<file path="src/hdl/ssl_pkg.sv">
// Shared constants, request codes and controller/datapath link types
// for the swap slot table. No dependencies.
package ssl_pkg;

  localparam int SLOTS_DEF      = 64;
  localparam int PID_BITS_DEF   = 16;
  localparam int VPAGE_BITS_DEF = 20;

  localparam int REQ_W   = 2;
  localparam int SLOT_W  = 6;
  localparam int COUNT_W = 7;
  localparam int LIMIT_W = 7;
  localparam int CFG_IDX_W  = 1;
  localparam int CFG_DATA_W = 7;

  localparam logic [REQ_W-1:0] REQ_PUT     = 2'd0;
  localparam logic [REQ_W-1:0] REQ_TAKE    = 2'd1;
  localparam logic [REQ_W-1:0] REQ_RELEASE = 2'd2;
  localparam logic [REQ_W-1:0] REQ_UNUSED  = 2'd3;

  localparam logic [CFG_IDX_W-1:0] CFG_SWAP_ENABLE = 1'b0;
  localparam logic [CFG_IDX_W-1:0] CFG_SLOT_LIMIT  = 1'b1;

  typedef struct packed {
    logic start;     // latch a new request and reset the scan
    logic scan_en;   // walk the table
    logic load_out;  // capture the result beat
  } ssl_cmd_t;

  typedef struct packed {
    logic pre_ok;    // request passes its up-front checks
    logic stop_hit;  // put or take found its slot this cycle
    logic scan_end;  // every slot below the limit has been compared
  } ssl_stat_t;

endpackage

</file>
<file path="src/hdl/ssl_ram.sv">
// Generic single-write, single-read RAM with registered read data.
// No dependencies.
module ssl_ram #(
  parameter int WIDTH = 8,
  parameter int DEPTH = 16,
  parameter int ADDR_W = (DEPTH > 1) ? $clog2(DEPTH) : 1
) (
  input  logic              clk,
  input  logic              we,
  input  logic [ADDR_W-1:0] waddr,
  input  logic [WIDTH-1:0]  wdata,
  input  logic [ADDR_W-1:0] raddr,
  output logic [WIDTH-1:0]  rdata
);

  logic [WIDTH-1:0] mem [DEPTH];

  always_ff @(posedge clk) begin
    if (we) begin
      mem[waddr] <= wdata;
    end
    rdata <= mem[raddr];
  end

endmodule

</file>
<file path="src/hdl/ssl_ctrl.sv">
// Sequencer for the swap slot table: handshakes and scan control.
// Depends on ssl_pkg.
module ssl_ctrl (
  input  logic              clk,
  input  logic              rst,
  input  logic              in_valid,
  output logic              in_ready,
  output logic              out_valid,
  input  logic              out_ready,
  input  ssl_pkg::ssl_stat_t stat,
  output ssl_pkg::ssl_cmd_t  cmd
);
  import ssl_pkg::*;

  localparam logic [1:0] S_IDLE   = 2'd0;
  localparam logic [1:0] S_SCAN   = 2'd1;
  localparam logic [1:0] S_FINISH = 2'd2;

  logic [1:0] state, state_next;
  logic       out_valid_next;

  assign in_ready = (state == S_IDLE);

  always_comb begin
    state_next   = state;
    cmd.start    = 1'b0;
    cmd.scan_en  = 1'b0;
    cmd.load_out = 1'b0;
    unique case (state)
      S_IDLE: begin
        if (in_valid) begin
          cmd.start  = 1'b1;
          state_next = S_SCAN;
        end
      end
      S_SCAN: begin
        cmd.scan_en = stat.pre_ok;
        if (!stat.pre_ok || stat.stop_hit || stat.scan_end) begin
          state_next = S_FINISH;
        end
      end
      S_FINISH: begin
        // hold until the previous result beat has left
        if (!out_valid || out_ready) begin
          cmd.load_out = 1'b1;
          state_next   = S_IDLE;
        end
      end
      default: begin
        state_next = S_IDLE;
      end
    endcase
  end

  always_comb begin
    out_valid_next = out_valid;
    if (cmd.load_out) begin
      out_valid_next = 1'b1;
    end else if (out_ready) begin
      out_valid_next = 1'b0;
    end
  end

  always_ff @(posedge clk) begin
    if (rst) begin
      state     <= S_IDLE;
      out_valid <= 1'b0;
    end else begin
      state     <= state_next;
      out_valid <= out_valid_next;
    end
  end

endmodule

</file>
<file path="src/hdl/ssl_datapath.sv">
// Datapath of the swap slot table: config registers, occupancy bits,
// owner/page RAM, scan pipeline and result register. Depends on ssl_pkg, ssl_ram.
module ssl_datapath #(
  parameter int SLOTS      = ssl_pkg::SLOTS_DEF,
  parameter int PID_BITS   = ssl_pkg::PID_BITS_DEF,
  parameter int VPAGE_BITS = ssl_pkg::VPAGE_BITS_DEF
) (
  input  logic                             clk,
  input  logic                             rst,
  input  logic                             cfg_we,
  input  logic [ssl_pkg::CFG_IDX_W-1:0]    cfg_index,
  input  logic [ssl_pkg::CFG_DATA_W-1:0]   cfg_data,
  input  logic [ssl_pkg::REQ_W-1:0]        req_type,
  input  logic [PID_BITS-1:0]              proc_id,
  input  logic [VPAGE_BITS-1:0]            virt_page,
  output logic                             ok,
  output logic [ssl_pkg::SLOT_W-1:0]       slot_index,
  output logic [ssl_pkg::COUNT_W-1:0]      used_count,
  input  ssl_pkg::ssl_cmd_t                cmd,
  output ssl_pkg::ssl_stat_t               stat
);
  import ssl_pkg::*;

  localparam int IDX_W   = (SLOTS > 1) ? $clog2(SLOTS) : 1;
  localparam int CNT_W   = $clog2(SLOTS + 1);
  localparam int ENTRY_W = PID_BITS + VPAGE_BITS;

  logic                  swap_enable;
  logic [LIMIT_W-1:0]    slot_limit;
  logic [SLOTS-1:0]      owned;
  logic [CNT_W-1:0]      count;

  logic [REQ_W-1:0]      req;
  logic [PID_BITS-1:0]   pid;
  logic [VPAGE_BITS-1:0] page;

  logic [CNT_W-1:0]      issue_cnt;
  logic                  cmp_valid;
  logic [IDX_W-1:0]      cmp_idx;
  logic                  hit;
  logic [IDX_W-1:0]      hit_idx;

  logic [ENTRY_W-1:0]    rdata;
  logic                  ram_we;
  logic                  issue_done;
  logic                  match;
  logic                  act;
  logic                  ok_calc;
  logic [31:0]           idx_wide;
  logic [31:0]           cnt_wide;

  ssl_ram #(
    .WIDTH(ENTRY_W),
    .DEPTH(SLOTS)
  ) u_entry_ram (
    .clk  (clk),
    .we   (ram_we),
    .waddr(cmp_idx),
    .wdata({pid, page}),
    .raddr(issue_cnt[IDX_W-1:0]),
    .rdata(rdata)
  );

  // the scan stops at the table size even if the limit is set higher
  assign issue_done = (issue_cnt == CNT_W'(SLOTS)) ||
                      (32'(issue_cnt) >= 32'(slot_limit));

  always_comb begin
    match = 1'b0;
    unique case (req)
      REQ_PUT:     match = !owned[cmp_idx];
      REQ_TAKE:    match = owned[cmp_idx] && (rdata[ENTRY_W-1:VPAGE_BITS] == pid) &&
                           (rdata[VPAGE_BITS-1:0] == page);
      REQ_RELEASE: match = owned[cmp_idx] && (rdata[ENTRY_W-1:VPAGE_BITS] == pid);
      REQ_UNUSED:  match = 1'b0;
    endcase
  end

  always_comb begin
    stat.pre_ok = 1'b0;
    unique case (req)
      REQ_PUT:     stat.pre_ok = swap_enable && (pid != '0);
      REQ_TAKE:    stat.pre_ok = (pid != '0);
      REQ_RELEASE: stat.pre_ok = (pid != '0);
      REQ_UNUSED:  stat.pre_ok = 1'b0;
    endcase
  end

  assign act           = cmd.scan_en && cmp_valid && match;
  assign ram_we        = act && (req == REQ_PUT);
  assign stat.stop_hit = act && (req != REQ_RELEASE);
  assign stat.scan_end = !cmp_valid && issue_done;
  assign ok_calc       = (req == REQ_RELEASE) ? stat.pre_ok : hit;
  assign idx_wide      = 32'(hit_idx);
  assign cnt_wide      = 32'(count);

  always_ff @(posedge clk) begin
    if (rst) begin
      swap_enable <= 1'b0;
      slot_limit  <= '0;
    end else if (cfg_we) begin
      unique case (cfg_index)
        CFG_SWAP_ENABLE: swap_enable <= cfg_data[0];
        CFG_SLOT_LIMIT:  slot_limit  <= cfg_data[LIMIT_W-1:0];
      endcase
    end
  end

  always_ff @(posedge clk) begin
    if (rst) begin
      owned     <= '0;
      count     <= '0;
      cmp_valid <= 1'b0;
      hit       <= 1'b0;
    end else if (cmd.start) begin
      cmp_valid <= 1'b0;
      hit       <= 1'b0;
    end else if (cmd.scan_en) begin
      cmp_valid <= !issue_done;
      if (act) begin
        if (req == REQ_PUT) begin
          owned[cmp_idx] <= 1'b1;
          count          <= count + CNT_W'(1);
        end else begin
          owned[cmp_idx] <= 1'b0;
          count          <= count - CNT_W'(1);
        end
        if (req != REQ_RELEASE) begin
          hit <= 1'b1;
        end
      end
    end
  end

  always_ff @(posedge clk) begin
    if (cmd.start) begin
      req       <= req_type;
      pid       <= proc_id;
      page      <= virt_page;
      issue_cnt <= '0;
      hit_idx   <= '0;
    end else if (cmd.scan_en) begin
      // advance the read address; the compare follows it in the next cycle
      if (!issue_done) begin
        issue_cnt <= issue_cnt + CNT_W'(1);
        cmp_idx   <= issue_cnt[IDX_W-1:0];
      end
      if (stat.stop_hit) begin
        hit_idx <= cmp_idx;
      end
    end
  end

  always_ff @(posedge clk) begin
    if (cmd.load_out) begin
      ok         <= ok_calc;
      slot_index <= idx_wide[SLOT_W-1:0];
      used_count <= cnt_wide[COUNT_W-1:0];
    end
  end

endmodule

</file>
<file path="src/hdl/swap_slot_table.sv">
// Top level of the swap slot table: controller plus datapath.
// Depends on ssl_pkg, ssl_ctrl, ssl_datapath, ssl_ram.

// Swap slot table. A put claims the lowest free slot below the slot limit,
// a take frees the lowest slot whose owner and page match, a release frees
// every slot of a process id below the limit; each request gives one result
// beat with ok, slot index and the used count after the request. One request
// is in work at a time. A put or take stops the scan on its slot, a release
// scans up to the limit, and no slot is compared when the limit is zero or a
// request fails its checks; a result still waiting on out_ready adds its
// stall. The scan is paced by the owner/page RAM, whose single read port
// walks one slot per cycle.
// Occupancy lives in flip-flop bits cleared by reset, so no clearing pass
// follows reset. A new request is taken while the previous result waits.
module swap_slot_table #(
  parameter int SLOTS      = ssl_pkg::SLOTS_DEF,
  parameter int PID_BITS   = ssl_pkg::PID_BITS_DEF,
  parameter int VPAGE_BITS = ssl_pkg::VPAGE_BITS_DEF
) (
  input  logic                           clk,
  input  logic                           rst,
  input  logic                           cfg_we,
  input  logic [ssl_pkg::CFG_IDX_W-1:0]  cfg_index,
  input  logic [ssl_pkg::CFG_DATA_W-1:0] cfg_data,
  input  logic                           in_valid,
  output logic                           in_ready,
  input  logic [ssl_pkg::REQ_W-1:0]      req_type,
  input  logic [PID_BITS-1:0]            proc_id,
  input  logic [VPAGE_BITS-1:0]          virt_page,
  output logic                           out_valid,
  input  logic                           out_ready,
  output logic                           ok,
  output logic [ssl_pkg::SLOT_W-1:0]     slot_index,
  output logic [ssl_pkg::COUNT_W-1:0]    used_count
);
  import ssl_pkg::*;

  ssl_cmd_t  cmd;
  ssl_stat_t stat;

  ssl_ctrl u_ctrl (
    .clk      (clk),
    .rst      (rst),
    .in_valid (in_valid),
    .in_ready (in_ready),
    .out_valid(out_valid),
    .out_ready(out_ready),
    .stat     (stat),
    .cmd      (cmd)
  );

  ssl_datapath #(
    .SLOTS     (SLOTS),
    .PID_BITS  (PID_BITS),
    .VPAGE_BITS(VPAGE_BITS)
  ) u_datapath (
    .clk       (clk),
    .rst       (rst),
    .cfg_we    (cfg_we),
    .cfg_index (cfg_index),
    .cfg_data  (cfg_data),
    .req_type  (req_type),
    .proc_id   (proc_id),
    .virt_page (virt_page),
    .ok        (ok),
    .slot_index(slot_index),
    .used_count(used_count),
    .cmd       (cmd),
    .stat      (stat)
  );

  // a result beat never appears in the cycle right after an accept
  a_no_early_result: assert property (@(posedge clk) disable iff (rst)
    (in_valid && in_ready) |=> !$rose(out_valid))
    else $error("result beat raised directly after accept");

  a_count_bound: assert property (@(posedge clk) disable iff (rst)
    out_valid |-> (32'(used_count) <= SLOTS))
    else $error("used count above table size");

  a_fail_index_zero: assert property (@(posedge clk) disable iff (rst)
    (out_valid && !ok) |-> (slot_index == '0))
    else $error("failed request reports a nonzero slot");

  // the scan only runs while the controller is neither accepting nor loading a result
  a_scan_excl: assert property (@(posedge clk) disable iff (rst)
    cmd.scan_en |-> !in_ready && !cmd.load_out)
    else $error("scan overlaps accept or result load");

endmodule

</file>
<file path="config.mk">
export PLATFORM = sky130hd
export DESIGN_NAME = swap_slot_table
export DESIGN_NICKNAME = d
export VERILOG_FILES = /design/src/hdl/ssl_pkg.sv /design/src/hdl/ssl_ram.sv /design/src/hdl/ssl_ctrl.sv /design/src/hdl/ssl_datapath.sv /design/src/hdl/swap_slot_table.sv
export SDC_FILE = /design/constraint.sdc
export NUM_CORES = 2
export LEC_CHECK = 0
export BUFFER_PORTS_ARGS = -buffer_cell sky130_fd_sc_hd__buf_2
export CELL_PAD_IN_SITES_DETAIL_PLACEMENT = 1
export CELL_PAD_IN_SITES_GLOBAL_PLACEMENT = 1
export CORE_ASPECT_RATIO = 1.1
export CORE_MARGIN = 10
export CORE_UTILIZATION = 33
export CTS_BUF_LIST = sky130_fd_sc_hd__clkbuf_8
export DETAILED_ROUTE_END_ITERATION = 10
export GPL_TIMING_DRIVEN = 1
export PLACE_DENSITY = 0.49
export SKIP_LAST_GASP = 1
export SYNTH_ARGS = -nofsm -noshare
export SYNTH_HDL_FRONTEND = slang
export SYNTH_SLANG_ARGS = --single-unit
</file>
<file path="constraint.sdc">
create_clock -name clk -period 11.1 [get_ports clk]
set_input_delay 1.11 -clock clk [delete_from_list [all_inputs] [get_ports clk]]
set_output_delay 1.11 -clock clk [all_outputs]
set_load 0.05 [all_outputs]
</file>
==> flow_metrics.env <==
export IMPL_status="completed"
export IMPL_cts_max_level=5
export IMPL_antenna_left=0
export IMPL_die_area_um2=310500
export IMPL_yosys_warnings=0
export IMPL_ys_top_cells_by_area="edfxtp_1 74%, mux4_2 17%, dfxtp_1 2.8%, clkbuf_1 0.69%, o311ai_0 0.51%"
export IMPL_clk_latency_ns=1.05
export IMPL_wl_per_cell_um=33.58
export IMPL_finalPower_mw=18.87
export IMPL_rows=206
export IMPL_synth_seq_cells=2495
export IMPL_route_detailed_drc=0
export IMPL_synth_cell_type_count=66
export IMPL_intPower_mw=14.55
export IMPL_switching_share=0.2289
export IMPL_synth_avg_cell_area_um2=23.16
export IMPL_ys_seq_area_frac=0.7726
export IMPL_seqPwrFrac=0.551
export IMPL_path_class="register to register"
export IMPL_slowest_stage="nand2_1"
export IMPL_io_buffers=66
export IMPL_cts_tree="yes"
export IMPL_core_area_um2=286900
export IMPL_clkSlewWorstSetupHoldPaths_ns=0.06
export IMPL_cp_max_fo=65
export IMPL_cpPeakStageDelay_ns=0.72
export IMPL_num_io_pins=67
export IMPL_final_hold_viol_count=0
export IMPL_cp_num_buf_inv=3
export IMPL_die_x_um=532.2
export IMPL_cp_depth=11
export IMPL_async_reset_ff_frac=0
export IMPL_cts_buffers_inserted=428
export IMPL_skew_ns=0.09146
export IMPL_ff2ff_setup_slack_ns=6.01
export IMPL_root_buffer="clkbuf_8"
export IMPL_vdd_ir_drop_max_uv=84.24
export IMPL_ff2ff_path_depth=11
export IMPL_rsz0062_at_grt="no"
export IMPL_min_period_over_period=0.4583
export IMPL_area_growth_pct=14.40
export IMPL_cp_arrival_ns=5.91
export IMPL_cts_sinks=2495
export IMPL_fmax_mhz=196.6
export IMPL_worstSetupStartpointType="register"
export IMPL_cts_resized_gates=0
export IMPL_overflow=0
export IMPL_place_hpwl_um=154900
export IMPL_cts_hold_buf=0
export IMPL_drv_slew=0
export IMPL_nFillCells=27190
export IMPL_wirelength_um=292700
export IMPL_ys_top_cells_by_count="2362 x edfxtp_1, 727 x mux4_2, 174 x clkbuf_1"
export IMPL_drive_above_1_share=0.3210
export IMPL_grt_antenna_before_repair=21
export IMPL_synth_top_area_frac=0.7447
export IMPL_die_y_um=583.5
export IMPL_syn_nets=4181
export IMPL_cp_cell_sequence="buf_4 -> xnor2_1 -> nand3_1 -> nor4_2 -> buf_4 -> a41oi_1 -> nor4_1 -> nand2_1 -> buf_4 -> o311ai_0 -> o31ai_1"
export IMPL_grt_usage=0.1841
export IMPL_worst_slew_pin_slew_ns=1.381
export IMPL_rr_startpoint="u_datapath.page[11]"
export IMPL_grt_max_degree=112
export IMPL_cp_end_kind="register"
export IMPL_synthCells=4112
export IMPL_synthFlopType="edfxtp_1"
export IMPL_post_cts_buffers=0
export IMPL_p_leak_nw=32.93
export IMPL_start_util=0.3320
export IMPL_cp_top_family="simple AND/OR/NAND/NOR gates"
export IMPL_critPathMostFrequentCell="buf_4"
export IMPL_synth_most_common_cell="edfxtp_1"
export IMPL_syn_cell_area_um2=95250
export IMPL_drtIter0Drc=4404
export IMPL_cts_max_path_buffers=4
export IMPL_maxCapViolCount=0
export IMPL_synth_edf_count=2362
export IMPL_tns_ns=0
export IMPL_power_per_cell_area_nw_per_um2=173.2
export IMPL_gp_congestion=0.7553
export IMPL_yosys_area_top_type="edfxtp_1"
export IMPL_period_minus_slack_ns=5.087
export IMPL_hold_start="virt_page[11]"
export IMPL_hp_class="input port to register"
export IMPL_worst_ep_required_time_ns=11.92
export IMPL_firstDrtPassIters=5
export IMPL_holdPathStages=1
export IMPL_pwr_share_clk=0.406
export IMPL_hold_end="u_datapath.page[11]"
export IMPL_setup_viol=0
export IMPL_via_per_inst=5.306
export IMPL_grt_pass1_vias=49483
export IMPL_p_switching_mw=4.321
export IMPL_slew_headroom=0.07535
export IMPL_via_count=46254
export IMPL_grt_pass1_wl_um=406600
export IMPL_final_nets=4597
export IMPL_combPwrFrac=0.044
metrics by stage:
stage            util  area, um2  setup WS (ns)  instances  hold slack (ns)
3_5_place_dp   0.3530     101300          6.037       7946           0.4195
5_1_grt        0.3798     109000          5.619       8715           0.1689
3_3_place_gp   0.3530     101300          6.038       7946           0.4136
2_1_floorplan       -      95250          6.421       4112           0.4019
6_report       0.3798     109000          6.013       8717           0.2504
4_1_cts        0.3798     109000          5.942       8711           0.1354
state kept, by name, summed over array words and instances, names as in the netlist, 2 cells and up, named ones only:
name / cells
u_ctrl.state: 2
u_datapath.u_entry_ram.mem: 2304
u_datapath.u_entry_ram.rdata: 36
u_datapath.count: 7
u_datapath.req: 2
u_datapath.pid: 16
u_datapath.used_count: 7
u_datapath.page: 20
u_datapath.slot_limit: 7
u_datapath.slot_index: 6
u_datapath.issue_cnt: 7
u_datapath.cmp_idx: 6
u_datapath.hit_idx: 6
final cells by class:
cell class / count / area, um2 / share of cell area
multi-input combinational: 1349 / 21090 / 0.1935
clock inverter: 315 / 1493 / 0.01370
inverter: 20 / 76.32 / 0.0007004
clock buffer: 450 / 6193 / 0.05684
antenna: 6 / 15.01 / 0.0001378
tap: 3848 / 4815 / 0.04418
timing repair buffer: 234 / 1679 / 0.01541
sequential: 2495 / 73610 / 0.6755
cell families after synthesis:
group | after synthesis | synth area share
DFF | 2495 | 0.7726
xor gates and xnor gates | 45 | 0.004138
muxes | 765 | 0.1762
buffers and inverters | 268 | 0.01117
adders and majority gates | 18 | 0.002443
and+or+nand+nor | 261 | 0.01306
AOI/OAI and AO/OA | 260 | 0.02043
metal layers:
metal | vias up | GRT usage | wire length, um
met1 | 25776 | 0.2485 | 125300
met5 | - | 0 | 0
met2 | 1420 | 0.3077 | 144300
met3 | 452 | 0.03122 | 14780
met4 | 0 | 0.05282 | 8280
li1 | 18606 | - | -
power groups by stage:
| stage | sequential (mW) | clock, mW | combinational (mW) |
|---|---|---|---|
| global route | 10.4 | 8.32 | 0.891 |
| finish | 10.4 | 7.66 | 0.824 |
| floorplan | 10.7 | 0 | 0.448 |
| detailed placement | 10.6 | 0 | 0.848 |
| CTS | 10.4 | 7.91 | 0.848 |
| global placement | 10.6 | 0 | 0.838 |
worst max path at each step:
stage                   startpoint                                end  slack [ns]
5_1_grt        u_datapath.page[11]                           register        5.62
4_1_cts        u_datapath.page[11]                           register        5.94
3_3_place_gp   u_datapath.page[11]                           register        6.04
2_1_floorplan    u_datapath.pid[2]  u_datapath.u_entry_ram.mem[10][0]        6.42
6_report       u_datapath.page[11]                           register        6.01
3_5_place_dp   u_datapath.page[11]                           register        6.04
cells in the final DEF (no fill, tap or decap), types with 8 or more instances in the layout:
cell,synthesis,routed
mux4_2,727,727
o311ai_0,56,56
o32ai_1,8,8
a211oi_1,12,12
edfxtp_1,2362,2362
xor2_1,24,24
nor4_1,18,17
nor2b_1,16,16
nor2_1,95,31
clkinv_1,2,107
xnor2_1,21,21
nor2_4,0,64
a21oi_1,33,33
o31ai_1,57,57
mux2i_1,29,28
clkbuf_8,0,450
a221oi_1,15,15
a31oi_1,11,11
nand3_1,11,11
nand2_1,63,63
ha_1,17,17
buf_4,0,161
buf_2,28,66
inv_1,16,168
dfxtp_1,133,127
clkinv_2,0,34
nor3_1,10,10
o21ai_0,21,21
or3_1,8,8
Note: power is estimated with default switching activity, not from simulation.
